**config.mk**
```make
export PLATFORM = sky130hd
export DESIGN_NAME = rgbc_cell
export DESIGN_NICKNAME = d
export VERILOG_FILES = /design/src/rgb_3x3_convolution_clamped_defines.svh /design/src/rgbc_pkg.sv /design/src/rgbc_cell.sv
export SDC_FILE = /design/constraint.sdc
export NUM_CORES = 1
export LEC_CHECK = 0
export ABC_AREA = 1
export BUFFER_PORTS_ARGS = -buffer_cell sky130_fd_sc_hd__clkbuf_2
export CAP_MARGIN = 20
export CORE_UTILIZATION = 37
export DETAILED_ROUTE_END_ITERATION = 10
export PLACE_DENSITY = 0.85
export SYNTH_ARGS = -nofsm -noshare
export SYNTH_HDL_FRONTEND = slang
export SYNTH_SLANG_ARGS = --single-unit
```
**constraint.sdc**
```tcl
create_clock -name clk -period 0.8 [get_ports clk]
set_clock_uncertainty 0.15 [all_clocks]
set_input_delay 0.16 -clock clk [delete_from_list [all_inputs] [get_ports clk]]
set_output_delay 0.16 -clock clk [all_outputs]
set_load 0.02 [all_outputs]
```
**src/rgb_3x3_convolution_clamped_defines.svh**
```systemverilog
// assertion macros for the rgb 3x3 convolution block
`ifndef RGB_3X3_CONVOLUTION_CLAMPED_DEFINES_SVH
`define RGB_3X3_CONVOLUTION_CLAMPED_DEFINES_SVH
`ifndef SYNTHESIS
`define RGBC_ASSERT(lbl, clk, rst_n, prop) \
	lbl: assert property (@(posedge clk) disable iff (!rst_n) prop) \
	else $error("rgbc assertion failed");
`define RGBC_ASSERT_ALWAYS(lbl, clk, prop) \
	lbl: assert property (@(posedge clk) prop) \
	else $error("rgbc assertion failed");
`else
`define RGBC_ASSERT(lbl, clk, rst_n, prop)
`define RGBC_ASSERT_ALWAYS(lbl, clk, prop)
`endif
`endif

```
**src/rgbc_pkg.sv**
```systemverilog
// shared types, register indexes and helpers of the rgb 3x3 convolution
`timescale 1ns / 1ps
`default_nettype none
package rgbc_pkg;
	typedef logic [23:0] pixel_t;

	typedef enum logic [2:0] {
		REG_WIDTH  = 3'd0,
		REG_HEIGHT = 3'd1,
		REG_KTOP   = 3'd2,
		REG_KMID   = 3'd3,
		REG_KBOT   = 3'd4
	} reg_idx_t;

	// signed coefficient j (0 = left) of a kernel row word
	function automatic logic signed [7:0] coef_of(input logic [23:0] w, input logic [1:0] j);
		logic [7:0] b;
		case (j)
			2'd0: b = w[7:0];
			2'd1: b = w[15:8];
			2'd2: b = w[23:16];
			default: b = 8'd0;
		endcase
		return $signed(b);
	endfunction
endpackage
`default_nettype wire

```
**src/rgbc_cell.sv**
```systemverilog
// one window column cell: three pixels, shifted to the left neighbor
`timescale 1ns / 1ps
`default_nettype none
module rgbc_cell import rgbc_pkg::*; (
	input  wire logic   clk,
	input  wire logic   shift,
	input  wire pixel_t in_px [3],
	output pixel_t      col_px [3]
);
	always_ff @(posedge clk) begin
		if (shift) begin
			col_px <= in_px;
		end
	end
endmodule
`default_nettype wire

```
==> results of run 1 <==
[power by group through the flow]
stage	sequential [uW]	clock, uW	combinational, uW
after floorplan	5040	0	0
after detailed placement	4650	0	934
after global placement	4630	0	921
after CTS	4560	2320	936
final	4590	2250	1110
after global routing	4610	2460	1160
[path summary, 6_finish.rpt]
kind / slack, ns / to / start
max: -0.40 / col_px[22] / col_px[22]
min: -0.14 / col_px[12] / in_px[12]
[logic make-up (layout without fill, tap and decap cells)]
family   Yosys count  after routing
buf+inv            0            163
flops             72             72
[per-layer routing]
metal	share of wire (%)	vias to the layer above	global-route usage, %
met2	56	68	24.74
met5	0	-	0
met1	34	606	16.20
met4	2.5	0	10.74
met3	8.0	14	5.814
li1	-	612	-
[metrics by stage]
step	instances	power, uW	utilization [%]
6_report	307	7951	61.48
3_3_place_gp	292	5554	54.28
5_1_grt	307	8239	61.48
4_1_cts	307	7822	56.99
2_1_floorplan	72	5035	-
3_5_place_dp	292	5581	54.28
[cells in the mapped netlist]
master / number / area share [%]
edfxtp_1: 72 / 100
[area by class of cell]
class	instances	area [sq um]
flip-flops and latches	72	2162
clock buffers	9	123.9
clock inverters	6	27.53
well taps	72	90.09
fillers	436	2147
repair buffers	148	1023
[repair_timing]
| action | 4_1_cts | 5_1_grt |
|---|---|---|
| endpoints found under the hold margin | 72 | 72 |
| gates resized for setup | 0 | 147 |
| setup endpoints to repair | 72 | 72 |
==> metrics.yaml, run 1 <==
status:
  status: "complete, but fails checks"
  violations: "hold timing, setup timing"
synthesis:
  syn_inst: 72
  synthSimpleGateAreaFrac_pct: 0
  syn_area_per_cell_sq_um: 30.03
  synthXorXnorAreaFrac_pct: 0
  synthMuxAreaShare_pct: 0
  syn_nets: 146
  synth-seq-cells: 72
  synth_fa_ha_area_share_pct: 0
  ys.warnings.count: 0
  synth_compound_area_share_pct: 0
  synthesis.area_sq_um: 2162
  ys_seq_area_share_pct: 100.0
  synth.distinct_cells: 1
detailed_routing:
  route.detailed.drc: 0
  via_per_inst: 4.235
  wire_per_inst_um: 14.77
  firstDrtPassIters: 4
  initialDrtViolationCount: 57
  vias: 1300
  ant_nets: 0
  wl_um: 4535
layout:
  areaGrowthSynthToFinish_pct: 58.51
  layout_common_cells: "78 x clkbuf_2, 72 x edfxtp_1, 40 x buf_6"
  final_layout_size_suffix_gt1_share_pct: 68.51
  reg_top3: "col_px (72)"
  final_area_sq_um: 3427
  layout_commonest_cell: "clkbuf_2"
  largest_register_ffs: 72
  insertedDiodeCount: 0
  regMostFlops: "col_px"
  finalNetCount: 305
  multi_input_area_sq_um: 0
  comb.multi_input.count: 0
global_routing:
  grt_pass1_wl_um: 6541
  grt.overflow.total: 0
  antenna_found_initial: 0
  grt_max_degree: 34
  grt_usage_pct: 15.20
  grt_pass1_vias: 1330
timing:
  period_share_pct: 150.3
  slew_headroom_pct: 88.04
  max_clock_freq_mhz: 831.7
  hold_viol_final: 72
  rsz0062_at_grt: "yes"
  finalSetupViolCount: 72
  slew_viol_final: 0
  layout_min_cycle_time_ns: 1.202
  finalSetupTns_ns: -25.89
  worstMarginPinSlew_ns: 0.1794
  hold_ws_ns: -0.1449
  timing.final.ws_setup_ns: -0.4024
clock_tree:
  cts_tree: "yes"
  clkSinkCount: 72
  path_clk_slew_ns: 0.07
  clock_path_buffers: 2
  post-cts-setup-buffers: 0
  cts_made_buffers: 9
  htreeDepth: 3
  root_buffer: "clkbuf_8"
setup_path:
  path_buf_inv: 1
  max_stage_delay_ns: 0.40
  cp.arrival_ns: 0.89
  startpoint_type: "register"
  slowest_stage: "edfxtp_1"
  crit_fanout: 1
  path_cells: "clkbuf_2"
  crit_cells: 1
  critPathKind: "reg -> out"
  crit_required_ns: 0.49
  cp_top_family: "flip-flops"
  endpoint_kind: "output port"
place:
  postPlaceCellArea_sq_um: 3025
  pre_cts_slack_ns: -0.2087
  place_congestion: 0.6741
  port-buffer-count: 145
run:
  maxCapViolCount: 0
power_and_ir_drop:
  internal-power_uw: 6064
  power_frac_clock_pct: 28.3
  p_sw_share_pct: 23.73
  p_sw_uw: 1887
  comb_power_share_pct: 14.0
  p_per_area_nw_per_um2: 2320
  pwr-share-seq_pct: 57.7
  peakVddDrop_mv: 1.471
  power.leakage_uw: 0.001484
floorplanning:
  die-width_um: 78.44
  die_h_um: 78.44
  die-area_sq_um: 6153
  io_pins: 146
  fp-row-count: 27
  core_sq_um: 5574
  start_util_pct: 38.79
min_path:
  hold_class: "in -> reg"
  holdPathStages: 1
(Power assumes the default switching activity.)
==> run 2, diff against run 1 <==
--- a/config.mk
+++ b/config.mk
@@ -6,7 +6,7 @@
 export NUM_CORES = 1
 export LEC_CHECK = 0
 export ABC_AREA = 1
-export BUFFER_PORTS_ARGS = -buffer_cell sky130_fd_sc_hd__clkbuf_2
+export BUFFER_PORTS_ARGS = -buffer_cell sky130_fd_sc_hd__buf_2
 export CAP_MARGIN = 20
 export CORE_UTILIZATION = 37
 export DETAILED_ROUTE_END_ITERATION = 10
==> constraint.sdc (replaced) <==
create_clock -name clk -period 1 [get_ports clk]
set_clock_uncertainty 0.15 [all_clocks]
set_input_delay 0.2 -clock clk [delete_from_list [all_inputs] [get_ports clk]]
set_output_delay 0.2 -clock clk [all_outputs]
set_load 0.02 [all_outputs]
==> metrics.yaml, run 2 (synthesis results as in run 1) <==
detailed_routing:
  via_per_inst: 4.176
  vias: 1587
  ant_nets: 0
  wl_um: 5826
  wire_per_inst_um: 15.33
  route.detailed.drc: 0
  initialDrtViolationCount: 58
  firstDrtPassIters: 4
setup_path:
  max_stage_delay_ns: 0.43
  path_cells: "buf_6"
  critPathKind: "reg -> out"
  slowest_stage: "edfxtp_1"
  cp.arrival_ns: 0.91
  crit_required_ns: 0.65
  startpoint_type: "register"
  path_buf_inv: 1
  endpoint_kind: "output port"
  cp_top_family: "flip-flops"
  crit_fanout: 1
floorplanning:
  io_pins: 146
  die_h_um: 78.44
  die-width_um: 78.44
  die-area_sq_um: 6153
  start_util_pct: 38.79
  fp-row-count: 27
  core_sq_um: 5574
power_and_ir_drop:
  power.leakage_uw: 0.001787
  peakVddDrop_mv: 1.116
  p_per_area_nw_per_um2: 1647
  fin_total_pwr_uw: 6927
timing:
  finalSetupTns_ns: -14.51
  layout_min_cycle_time_ns: 1.258
  slew_viol_final: 0
  max_clock_freq_mhz: 794.7
  timing.final.ws_setup_ns: -0.2583
  rsz0062_at_grt: "yes"
  period_share_pct: 125.8
  slew_headroom_pct: 88.11
  hold_viol_final: 0
  finalSetupViolCount: 72
  worstMarginPinSlew_ns: 0.1783
place:
  place_congestion: 0.6614
  hpwl_um: 3486
  port-buffer-count: 145
clock_tree:
  cts_tree: "yes"
  cts_made_buffers: 9
  clkSinkCount: 72
  clock_path_buffers: 2
  post-cts-setup-buffers: 0
  root_buffer: "clkbuf_8"
  path_clk_slew_ns: 0.07
  htreeDepth: 3
layout:
  largest_register_ffs: 72
  regMostFlops: "col_px"
  final_layout_size_suffix_gt1_share_pct: 51.95
  reg_top3: "col_px (72)"
  multi_input_area_sq_um: 0
  layout_common_cells: "100 x buf_2, 72 x edfxtp_1, 72 x dlygate4sd3_1"
  insertedDiodeCount: 0
  final.fill_count: 356
  comb.multi_input.count: 0
  finalNetCount: 377
  areaGrowthSynthToFinish_pct: 94.56
  layout_commonest_cell: "buf_2"
global_routing:
  grt_pass1_wl_um: 8079
  antenna_found_initial: 0
  grt_max_degree: 33
  grt_pass1_vias: 1648
  grt.overflow.total: 0
  grt_usage_pct: 18.83
min_path:
  hold_path_end: "col_px[60]"
  hp-start: "shift"
  holdPathStages: 2
  hold_class: "in -> reg"
run:
  maxCapViolCount: 0
status:
  violations: "setup timing"
  status: "complete, but fails checks"
==> run 2: layer usage <==
layer | track usage [%] | vias to the layer above | routed length, um
li1 | - | 755 | -
met1 | 17.87 | 736 | 1858
met2 | 34.74 | 78 | 3460
met3 | 5.116 | 18 | 306
met4 | 13.15 | 0 | 201
met5 | 0 | - | 0
==> run 2: area by class of cell <==
class | instances | area (sq um) | share of cell area (%)
Sequential cell | 72 | 2162 | 51.40
Tap cell | 72 | 90.09 | 2.142
Clock inverter | 5 | 47.55 | 1.130
Timing Repair Buffer | 220 | 1775 | 42.21
Clock buffer | 11 | 131.4 | 3.123
==> run 2: power by group <==
part | switching (uW) | internal, uW
registers | 90.2 | 3590
logic | 536 | 613
clock network | 969 | 1130
==> run 2: worst max-delay path by stage <==
stage / start / end / slack [ns] / cells past startpoint
6_report: col_px[8] / col_px[8] / -0.26 / 1
5_1_grt: col_px[8] / col_px[8] / -0.30 / 1
2_1_floorplan: col_px[0] / col_px[0] / 0.20 / 0
3_5_place_dp: shift / col_px[5] / -0.04 / 2
3_3_place_gp: shift / col_px[17] / -0.03 / 2
4_1_cts: col_px[22] / col_px[22] / -0.26 / 1
==> run 2: per-stage QoR <==
step	setup WS (ns)	hold slack [ns]	instance area (sq um)	std cells	utilization, %
after global placement	-0.03087	0.2262	3025	292	54.28
after CTS	-0.2607	0.2027	4013	380	71.99
after floorplan	0.2005	0.1489	2162	72	-
final	-0.2583	0.2179	4207	380	75.47
after global routing	-0.2960	0.2114	4207	380	75.47
after detailed placement	-0.03647	0.2281	3025	292	54.28
==> run 2: repair_timing <==
action                     in CTS  in global routing
hold buffers                   72                  0
setup endpoints to repair      72                 72
gates resized for setup        28                 62
hold endpoints to repair       72                  0
